`src/rtl/spq_pkg.sv`:
```
// Shared types and codes for the sorted priority queue.
`default_nettype none
package spq_pkg;

  localparam int DEPTH_DEF = 8;
  localparam int VAL_W     = 32;
  localparam int PRIO_W    = 16;
  localparam int FILL_W    = 4;
  localparam int STAT_W    = 2;

  localparam logic KIND_PUSH = 1'b0;
  localparam logic KIND_POP  = 1'b1;

  localparam logic [STAT_W-1:0] ST_OK    = 2'd0;
  localparam logic [STAT_W-1:0] ST_FULL  = 2'd1;
  localparam logic [STAT_W-1:0] ST_EMPTY = 2'd2;

  typedef struct packed {
    logic signed [VAL_W-1:0] value;
    logic [PRIO_W-1:0]       prio;
  } entry_t;

  // Operation broadcast to every cell in the chain.
  typedef struct packed {
    logic   push;
    logic   pop;
    entry_t ent;
  } cmd_t;

endpackage
`default_nettype wire

```
`src/rtl/spq_cell.sv`:
```
// One slot of the sorted chain: holds an entry and shifts with its neighbors.
`default_nettype none
module spq_cell
  import spq_pkg::*;
(
  input  wire logic   clk,
  input  wire logic   rst_n,
  input  wire cmd_t   cmd,
  input  wire logic   left_take,
  input  wire logic   left_valid,
  input  wire entry_t left_ent,
  input  wire logic   right_valid,
  input  wire entry_t right_ent,
  output logic        take,
  output logic        valid,
  output entry_t      ent
);

  logic   valid_r, valid_nxt;
  entry_t ent_r, ent_nxt;

  // Sorted chain: once a cell takes, every cell to its right takes too.
  assign take = !valid_r || (ent_r.prio > cmd.ent.prio);

  always_comb begin
    valid_nxt = valid_r;
    ent_nxt   = ent_r;
    if (cmd.push && take) begin
      // A shifted-in slot is occupied only if its left neighbor was.
      valid_nxt = left_take ? left_valid : 1'b1;
      ent_nxt   = left_take ? left_ent : cmd.ent;
    end else if (cmd.pop) begin
      valid_nxt = right_valid;
      ent_nxt   = right_ent;
    end
  end

  always_ff @(posedge clk) begin
    if (!rst_n) begin
      valid_r <= 1'b0;
    end else begin
      valid_r <= valid_nxt;
    end
  end

  always_ff @(posedge clk) begin
    ent_r <= ent_nxt;
  end

  assign valid = valid_r;
  assign ent   = ent_r;

endmodule
`default_nettype wire

```
`src/rtl/sorted_priority_queue.sv`:
```
// Sorted priority queue: a chain of compare-and-shift cells, top level.
// Usage:
//   in_*  : one item per accepted handshake (in_valid high, in_stall low).
//           in_kind 0 pushes in_item_value/in_item_priority, 1 pops the front.
//   out_* : one result per item; out_value/out_priority carry the popped
//           entry, out_status reports ok, full (push refused) or empty
//           (pop refused), out_fill_count the entries held afterwards.
// The result is registered at the edge that accepts the item. Throughput is
// one item per cycle unless out_stall holds a result; every cell compares
// and shifts in parallel, so the whole insert or remove is done in that cycle.
// A push lands before the first entry with a larger priority number, so
// equal priorities leave in arrival order.
// When the receiver holds out_stall with a result waiting, in_stall rises
// and the result holds until taken; the next item is accepted in the cycle
// the result leaves.
// Synchronous reset empties the queue and drops any pending result.
// out_fill_count reports the count modulo 16.
`default_nettype none
module sorted_priority_queue
  import spq_pkg::*;
#(
  parameter int DEPTH = DEPTH_DEF
) (
  input  wire logic                     clk,
  input  wire logic                     rst_n,
  input  wire logic                     in_valid,
  output logic                          in_stall,
  input  wire logic                     in_kind,
  input  wire logic signed [VAL_W-1:0]  in_item_value,
  input  wire logic [PRIO_W-1:0]        in_item_priority,
  output logic                          out_valid,
  input  wire logic                     out_stall,
  output logic signed [VAL_W-1:0]       out_value,
  output logic [PRIO_W-1:0]             out_priority,
  output logic [STAT_W-1:0]             out_status,
  output logic [FILL_W-1:0]             out_fill_count
);

  localparam int CNT_W = $clog2(DEPTH + 1);

  logic             accept, full, empty, push_ok, pop_ok;
  logic [CNT_W-1:0] count_r, count_nxt;
  cmd_t             cmd;

  logic   [DEPTH-1:0] take;
  logic   [DEPTH-1:0] valid;
  entry_t             ent [DEPTH];

  logic                      out_valid_r;
  logic signed [VAL_W-1:0]   value_r;
  logic [PRIO_W-1:0]         prio_r;
  logic [STAT_W-1:0]         status_r;
  logic [FILL_W-1:0]         fill_r;
  logic [CNT_W+FILL_W-1:0]   fill_ext;

  assign in_stall = out_valid_r && out_stall;
  assign accept   = in_valid && !in_stall;
  assign full     = (count_r == CNT_W'(DEPTH));
  assign empty    = (count_r == '0);
  assign push_ok  = accept && (in_kind == KIND_PUSH) && !full;
  assign pop_ok   = accept && (in_kind == KIND_POP) && !empty;

  assign cmd.push      = push_ok;
  assign cmd.pop       = pop_ok;
  assign cmd.ent.value = in_item_value;
  assign cmd.ent.prio  = in_item_priority;

  genvar i;
  generate
    for (i = 0; i < DEPTH; i++) begin : g_cell
      logic   l_take, l_valid, r_valid;
      entry_t l_ent, r_ent;
      if (i == 0) begin : g_head
        assign l_take  = 1'b0;
        assign l_valid = 1'b0;
        assign l_ent   = cmd.ent;
      end else begin : g_mid
        assign l_take  = take[i-1];
        assign l_valid = valid[i-1];
        assign l_ent   = ent[i-1];
      end
      if (i == DEPTH - 1) begin : g_tail
        assign r_valid = 1'b0;
        assign r_ent   = ent[i];
      end else begin : g_body
        assign r_valid = valid[i+1];
        assign r_ent   = ent[i+1];
      end
      spq_cell u_cell (
        .clk         (clk),
        .rst_n       (rst_n),
        .cmd         (cmd),
        .left_take   (l_take),
        .left_valid  (l_valid),
        .left_ent    (l_ent),
        .right_valid (r_valid),
        .right_ent   (r_ent),
        .take        (take[i]),
        .valid       (valid[i]),
        .ent         (ent[i])
      );
    end
  endgenerate

  always_comb begin
    count_nxt = count_r;
    if (push_ok) begin
      count_nxt = count_r + CNT_W'(1);
    end else if (pop_ok) begin
      count_nxt = count_r - CNT_W'(1);
    end
  end

  assign fill_ext = {{FILL_W{1'b0}}, count_nxt};

  always_ff @(posedge clk) begin
    if (!rst_n) begin
      count_r     <= '0;
      out_valid_r <= 1'b0;
    end else begin
      count_r <= count_nxt;
      if (accept) begin
        out_valid_r <= 1'b1;
      end else if (!out_stall) begin
        out_valid_r <= 1'b0;
      end
    end
  end

  always_ff @(posedge clk) begin
    if (accept) begin
      fill_r <= fill_ext[FILL_W-1:0];
      if (pop_ok) begin
        value_r  <= ent[0].value;
        prio_r   <= ent[0].prio;
        status_r <= ST_OK;
      end else begin
        value_r  <= '0;
        prio_r   <= '0;
        if (in_kind == KIND_PUSH) begin
          status_r <= full ? ST_FULL : ST_OK;
        end else begin
          status_r <= ST_EMPTY;
        end
      end
    end
  end

  assign out_valid      = out_valid_r;
  assign out_value      = value_r;
  assign out_priority   = prio_r;
  assign out_status     = status_r;
  assign out_fill_count = fill_r;

endmodule
`default_nettype wire

```
`config.mk`:
```
export PLATFORM = sky130hd
export DESIGN_NAME = sorted_priority_queue
export DESIGN_NICKNAME = d
export VERILOG_FILES = /design/src/rtl/spq_pkg.sv /design/src/rtl/spq_cell.sv /design/src/rtl/sorted_priority_queue.sv
export SDC_FILE = /design/constraint.sdc
export NUM_CORES = 1
export LEC_CHECK = 0
export BUFFER_PORTS_ARGS = -buffer_cell sky130_fd_sc_hd__buf_2
export CAP_MARGIN = 20
export CORE_MARGIN = 2
export CORE_UTILIZATION = 28
export DETAILED_ROUTE_END_ITERATION = 10
export PLACE_DENSITY_LB_ADDON = 0.25
export SYNTH_ARGS = -nofsm -noshare
export SYNTH_HDL_FRONTEND = slang
export SYNTH_SLANG_ARGS = --single-unit
```
`constraint.sdc`:
```
create_clock -name clk -period 10.7 [get_ports clk]
set_input_delay 1.07 -clock clk [delete_from_list [all_inputs] [get_ports clk]]
set_output_delay 1.07 -clock clk [all_outputs]
set_load 0.01 [all_outputs]
```
==> results.toml, run 1 <==
[run_status]
status = "finished, final reports clean"

[worst_hold_path]
worstHoldStart = "g_cell[0].u_cell.ent[26]"
hold-path-cell-count = 1
min_path_type = "reg2reg"

[floorplan]
row_count = 110
die_width_um = 306
die_area_um2 = 93500
start_util = 0.283
die_y_um = 306
ioPinCount = 109
core-area_um2 = 90100

[logic_synthesis]
ys_seq_elements = 451
async_flop_share = 0
synth_edf_count = 438
yosysWarnings = 0
synthesis.nets = 2345
yosysSeqAreaShare = 0.526
syn_area_um2 = 25500
avgSynthCellArea_um2 = 11.8
synth_cell_types = 70
syn-instance-count = 2162
synth_flop_cell = "edfxtp_1"

[global_route]
first_global_vias = 19900
antenna_found_initial = 5
grt_max_degree = 69
grt_overflow = 0
grtUsageTotal = 0.187
grt_pass1_wl_um = 133000

[sta]
fmax_mhz = 197
tightestPinTransition_ns = 1.03
tns_ns = 0
fin_crit_sh = 0.474
finalMaxSlewViolations = 0
hold_viol = 0
min_period_ns = 5.07
setup_viol = 0
relSlewSlack = 0.313
worst_clock_skew_ns = 0.0200
rsz0062_at_grt = "false"

[drt]
vias_per_cell = 5.61
drtPass1Iterations = 5
drc_errors = 0
num_vias = 19200
antenna_left = 0
wl_per_cell_um = 26.1
drt-total-wl_um = 89200
drt_iter0_markers = 1669

[clock_tree]
cts_root_buf = "clkbuf_16"
post_cts.repair.setup_buffers = 0
cts_buffer_depth = 3
clkSinkCount = 451
clkTransAtPathRegs_ns = 0.06
h-tree-depth = 2
cts_tree = "built"
holdBufCountCts = 0
numCtsBuffers = 53
clock_latency_ns = 0.62
ctsResizeCount = 0

[critical_path]
critPathLaunch = "count_r[0]"
crit_type = "reg2reg"
cp.arrival_ns = 5.33
path_cells = "inv_1, ha_1, nor2b_2, a2111oi_4, buf_4, buf_4, nand2_4, nand2_2, buf_4"
critPathRequiredTime_ns = 10.96
cpMaxStageDelayCell = "nand2_2"
reg2regPathDepth = 9
slowest_delay_ns = 0.83
cp_common_cell = "buf_4"
cp-start-kind = "flip-flop"
rr_startpoint = "count_r[0]"
rr_endpoint = "g_cell[0].u_cell.ent[34]"
cp_max_fo = 58
end_kind = "flip-flop"
cp-endpoint = "g_cell[0].u_cell.ent[34]"
rrSetupSlack_ns = 5.63

[pwr]
ir_drop_v = 0.000119
clkPwrFrac = 0.383
seqPwrFrac = 0.457
power-per-cell-area_nw_per_um2 = 178
finalPower_mw = 5.17
power.internal_mw = 3.73
switching_share = 0.279
p_comb_frac = 0.160
p_leak_nw = 10.7
p_switching_mw = 1.44

[final_layout]
nets = 2371
num-fill-cells = 8999
area_growth_pct = 13.8
layout-drive-gt1-share = 0.222

[placement]
gp_congestion = 0.866
io_buffers = 108
hpwlAfterDp_um = 55500

[run]
maxCapViolations = 0
metal layers:
layer	wire length (um)	track usage
met5	79	0
met4	3200	0.0683
met3	5070	0.0280
met2	41000	0.302
met1	39900	0.255
power by group through the flow:
stage | combinational [mW] | sequential (mW) | clock (mW)
6_report | 0.827 | 2.37 | 1.98
2_1_floorplan | 0.544 | 2.35 | 0
3_3_place_gp | 0.807 | 2.40 | 0
3_5_place_dp | 0.826 | 2.40 | 0
5_1_grt | 0.910 | 2.39 | 2.08
4_1_cts | 0.829 | 2.37 | 2.02
worst min path at each step:
stage / to / slack [ns]
2_1_floorplan: g_cell[1].u_cell.valid / 0.47
3_3_place_gp: out_value[0] / 0.52
3_5_place_dp: out_value[1] / 0.53
4_1_cts: out_value[10] / 0.54
5_1_grt: out_value[10] / 0.56
6_report: out_value[10] / 0.54
synthesized netlist by cell type, drive strengths merged, types with 2 or more instances:
cell | n | area (um^2)
a211oi | 3 | 22.5
and3 | 9 | 56.3
inv | 49 | 184
mux2i | 100 | 1000
nand4 | 33 | 213
dfxtp | 13 | 260
nand2b | 8 | 50.1
o31ai | 2 | 15.0
a211o | 2 | 17.5
a21o | 7 | 52.6
xor2 | 2 | 17.5
a22oi | 2 | 15.0
o21ai | 164 | 821
or2 | 5 | 31.3
a2111oi | 2 | 36.3
nor3 | 6 | 46.3
clkbuf | 99 | 373
or4 | 5 | 37.5
o211ai | 6 | 45.0
nand2 | 34 | 135
and2 | 59 | 369
a221oi | 2 | 17.5
and4 | 3 | 26.3
a21boi | 5 | 41.3
nand3 | 162 | 811
a21oi | 238 | 1190
buf | 81 | 509
ha | 130 | 1630
nor2b | 10 | 65.1
a31oi | 198 | 1250
a41oi | 2 | 17.5
o21a | 2 | 15.0
mux2 | 240 | 2700
nor2 | 19 | 73.8
edfxtp | 438 | 13200
xnor2 | 2 | 17.5
nor4 | 7 | 62.6
through the flow:
step           cells  cell area, um^2  utilization  hold slack, ns  setup slack [ns]
2_1_floorplan   2162            25500            -           0.470              3.24
3_3_place_gp    3309            27100        0.301           0.524              5.22
3_5_place_dp    3309            27100        0.301           0.530              5.14
4_1_cts         3409            29000        0.322           0.543              5.62
5_1_grt         3411            29000        0.322           0.563              5.36
6_report        3416            29000        0.322           0.543              5.63
flip-flops by register name, summed over array words and instances, names as in the netlist:
name,count
out_value,32
count_r,4
out_valid,1
out_priority,16
out_fill_count,4
g_cell.u_cell.ent,384
out_status,2
g_cell.u_cell.valid,8
cells by family after synthesis:
family,after synthesis,synth area share
XOR/XNOR,4,0.00137
AND/OR/NAND/NOR,363,0.0784
adder cells (fa/ha/maj),130,0.0638
flip-flops,451,0.526
buffers and inverters,229,0.0418
AO/OA/AOI/OAI,645,0.143
multiplexers,340,0.145
worst max-delay path: cells and delay by family, from the launching register on:
family	cells	cell delay, ns
compound gates	1	0.42
fa+ha+maj	1	0.21
buf+inv	4	1.88
flops	1	0.41
simple gates	3	1.70
layout by cell type, fill, tap and decap left out, drive strengths merged, types with 34 or more instances in the layout:
master,n
buf,151
inv,52
nand3,162
mux2i,100
a21oi,238
mux2,240
nand2,34
o21ai,164
and2,59
ha,130
a31oi,198
edfxtp,438
clkbuf,67
layout make-up:
cell class / instances / area (um^2) / area share
clock inverter: 33 / 459 / 0.0158
antenna: 7 / 17.5 / 0.000604
sequential: 451 / 13400 / 0.462
multi-input combinational: 1482 / 11200 / 0.385
clock buffer: 67 / 1420 / 0.0490
tap: 1176 / 1470 / 0.0507
timing repair buffer: 151 / 863 / 0.0298
inverter: 49 / 184 / 0.00634
Note: power is estimated with default switching activity, not from simulation.
==> inputs of run 2 (changes only) <==
--- a/config.mk
+++ b/config.mk
@@ -5,6 +5,7 @@
 export SDC_FILE = /design/constraint.sdc
 export NUM_CORES = 1
 export LEC_CHECK = 0
+export ABC_AREA = 1
 export BUFFER_PORTS_ARGS = -buffer_cell sky130_fd_sc_hd__buf_2
 export CAP_MARGIN = 20
 export CORE_MARGIN = 2
==> constraint.sdc (replaced) <==
create_clock -name clk -period 4.8 [get_ports clk]
set_input_delay 0.48 -clock clk [delete_from_list [all_inputs] [get_ports clk]]
set_output_delay 0.48 -clock clk [all_outputs]
set_load 0.01 [all_outputs]
==> results.toml, run 2 <==
[sta]
tns_ns = 0
relSlewSlack = 0.253
tightestPinTransition_ns = 1.12
min_period_ns = 3.29
fmax_mhz = 304
hold_viol = 0
finalMaxSlewViolations = 0
fin_crit_sh = 0.685
holdWs_ns = 0.142
worst_clock_skew_ns = 0.0289
rsz0062_at_grt = "false"
setup_viol = 0

[clock_tree]
clock_latency_ns = 0.62
cts_tree = "built"
ctsResizeCount = 0
holdBufCountCts = 0
numCtsBuffers = 56
post_cts.repair.setup_buffers = 0
clkTransAtPathRegs_ns = 0.06
cts_buffer_depth = 3
cts_root_buf = "clkbuf_16"
clkSinkCount = 451
h-tree-depth = 2

[logic_synthesis]
yosysSeqAreaShare = 0.535
netlist_top_cells_area = "edfxtp_1 52%, nand2_1 17%, o21ai_0 7.0%"
synth_cell_types = 31
ys_seq_elements = 451
syn-instance-count = 2936
synth_area_leader_cell = "edfxtp_1"
synth_edf_count = 438
async_flop_share = 0
avgSynthCellArea_um2 = 8.55
ys_top_cells_by_count = "1113 x nand2_1, 438 x edfxtp_1, 352 x o21ai_0, 262 x nand3_1, 144 x inv_1"
synth_flop_cell = "edfxtp_1"
yosysWarnings = 0
yosysMostFrequentCell = "nand2_1"
syn_area_um2 = 25100
yosysTopAreaCellShare = 0.524
synthesis.nets = 3119

[floorplan]
die_area_um2 = 92000
ioPinCount = 109
die_y_um = 303
core-area_um2 = 88600
row_count = 109
start_util = 0.283
die_width_um = 303

[drt]
drt-total-wl_um = 78600
drc_errors = 0
vias_per_cell = 4.86
num_vias = 20400
antenna_left = 0
drtPass1Iterations = 5
wl_per_cell_um = 18.8
drt_iter0_markers = 1604

[global_route]
grt_max_degree = 145
grt_overflow = 0
first_global_vias = 19700
grt_pass1_wl_um = 122000
antenna_found_initial = 9
grtUsageTotal = 0.171

[placement]
io_buffers = 108
hpwlAfterDp_um = 48500
dpl_cell_area_um2 = 26900
gp_congestion = 0.810

[final_layout]
area_growth_pct = 14.2
layout-drive-gt1-share = 0.0861
fin_util = 0.323
most-common-layout-cells = "1098 x nand2_1, 438 x edfxtp_1, 352 x o21ai_0"
final_cell_area_um2 = 28700
nets = 3160
largest_reg_flops = 384
final_common_cell = "nand2_1"

[critical_path]
critPathRequiredTime_ns = 5.17
reg2regPathDepth = 11
end_kind = "flip-flop"
crit_type = "reg2reg"
cp.arrival_ns = 3.66
cp-start-kind = "flip-flop"
cp_max_fo = 96

[pwr]
p_comb_frac = 0.193
power-per-cell-area_nw_per_um2 = 407
power.internal_mw = 8.10
p_leak_nw = 12.8
ir_drop_v = 0.000271
p_switching_mw = 3.57
switching_share = 0.306
seqPwrFrac = 0.453
clkPwrFrac = 0.354

[worst_hold_path]
min_path_type = "in2reg"
hold-path-cell-count = 2

[run_status]
status = "finished, final reports clean"

[run]
maxCapViolations = 0
-- run 2: path summary, 6_finish.rpt --
path,endpoint,start,slack [ns]
worst max-delay path,g_cell[2].u_cell.ent[23],g_cell[1].u_cell.ent[15],1.51
worst min-delay path,out_status[0],in_kind,0.14
worst max register to register,g_cell[2].u_cell.ent[23],g_cell[1].u_cell.ent[15],1.51
worst min register to register,g_cell[6].u_cell.ent[22],g_cell[7].u_cell.ent[22],0.51
-- run 2: critical path, stage by stage (launching register included) --
cell	delay [ns]
edfxtp_1	0.48
ha_1	0.34
nand2_1	0.09
nor4_2	0.50
nand2_1	0.09
nand2_1	0.09
nand2_2	0.09
nand2_4	0.08
buf_4	0.84
o21ai_0	0.22
nand3_1	0.12
nand2_1	0.06
-- run 2: kinds of logic (layout without fill, tap and decap cells) --
logic type	Yosys count	after routing	share of synthesized area
and+or+nand+nor	1546	1546	0.248
AOI/OAI and AO/OA	481	481	0.0971
DFF	451	451	0.535
buffers and inverters	325	407	0.0548
adders and majority gates	130	130	0.0648
xor gates and xnor gates	3	3	0.00105
other	0	1	0
-- run 2: power groups by stage --
stage / Sequential [mW] / Clock [mW] / Combinational (mW)
final: 5.29 / 4.13 / 2.25
after CTS: 5.29 / 4.24 / 2.28
after floorplan: 5.30 / 0 / 1.47
after global routing: 5.34 / 4.38 / 2.58
after detailed placement: 5.36 / 0 / 2.27
after global placement: 5.36 / 0 / 2.24
-- run 2: through the flow --
step,total power [mW],setup WS [ns],std cells
floorplan,6.77,1.20,2936
detailed placement,7.63,1.20,4084
global placement,7.61,1.23,4084
finish,11.7,1.51,4184
global route,12.3,1.20,4183
CTS,11.8,1.57,4183
-- run 2: cell type report --
type	count	area, um^2
Antenna cell	1	2.50
Clock buffer	78	1540
Clock inverter	21	194
Fill cell	9316	60000
Inverter	148	564
Multi-Input combinational cell	2160	10400
Sequential cell	451	13400
Tap cell	1165	1460
Timing Repair Buffer	160	1120
-- run 2: layer usage --
| layer | share of wire | wire, um | vias to the layer above | GRT usage |
|---|---|---|---|---|
| li1 | - | - | 10000 | - |
| met1 | 0.47 | 37000 | 9716 | 0.243 |
| met2 | 0.45 | 35500 | 532 | 0.274 |
| met3 | 0.061 | 4800 | 93 | 0.0275 |
| met4 | 0.016 | 1250 | 12 | 0.0349 |
| met5 | 0.00088 | 69 | - | 0 |
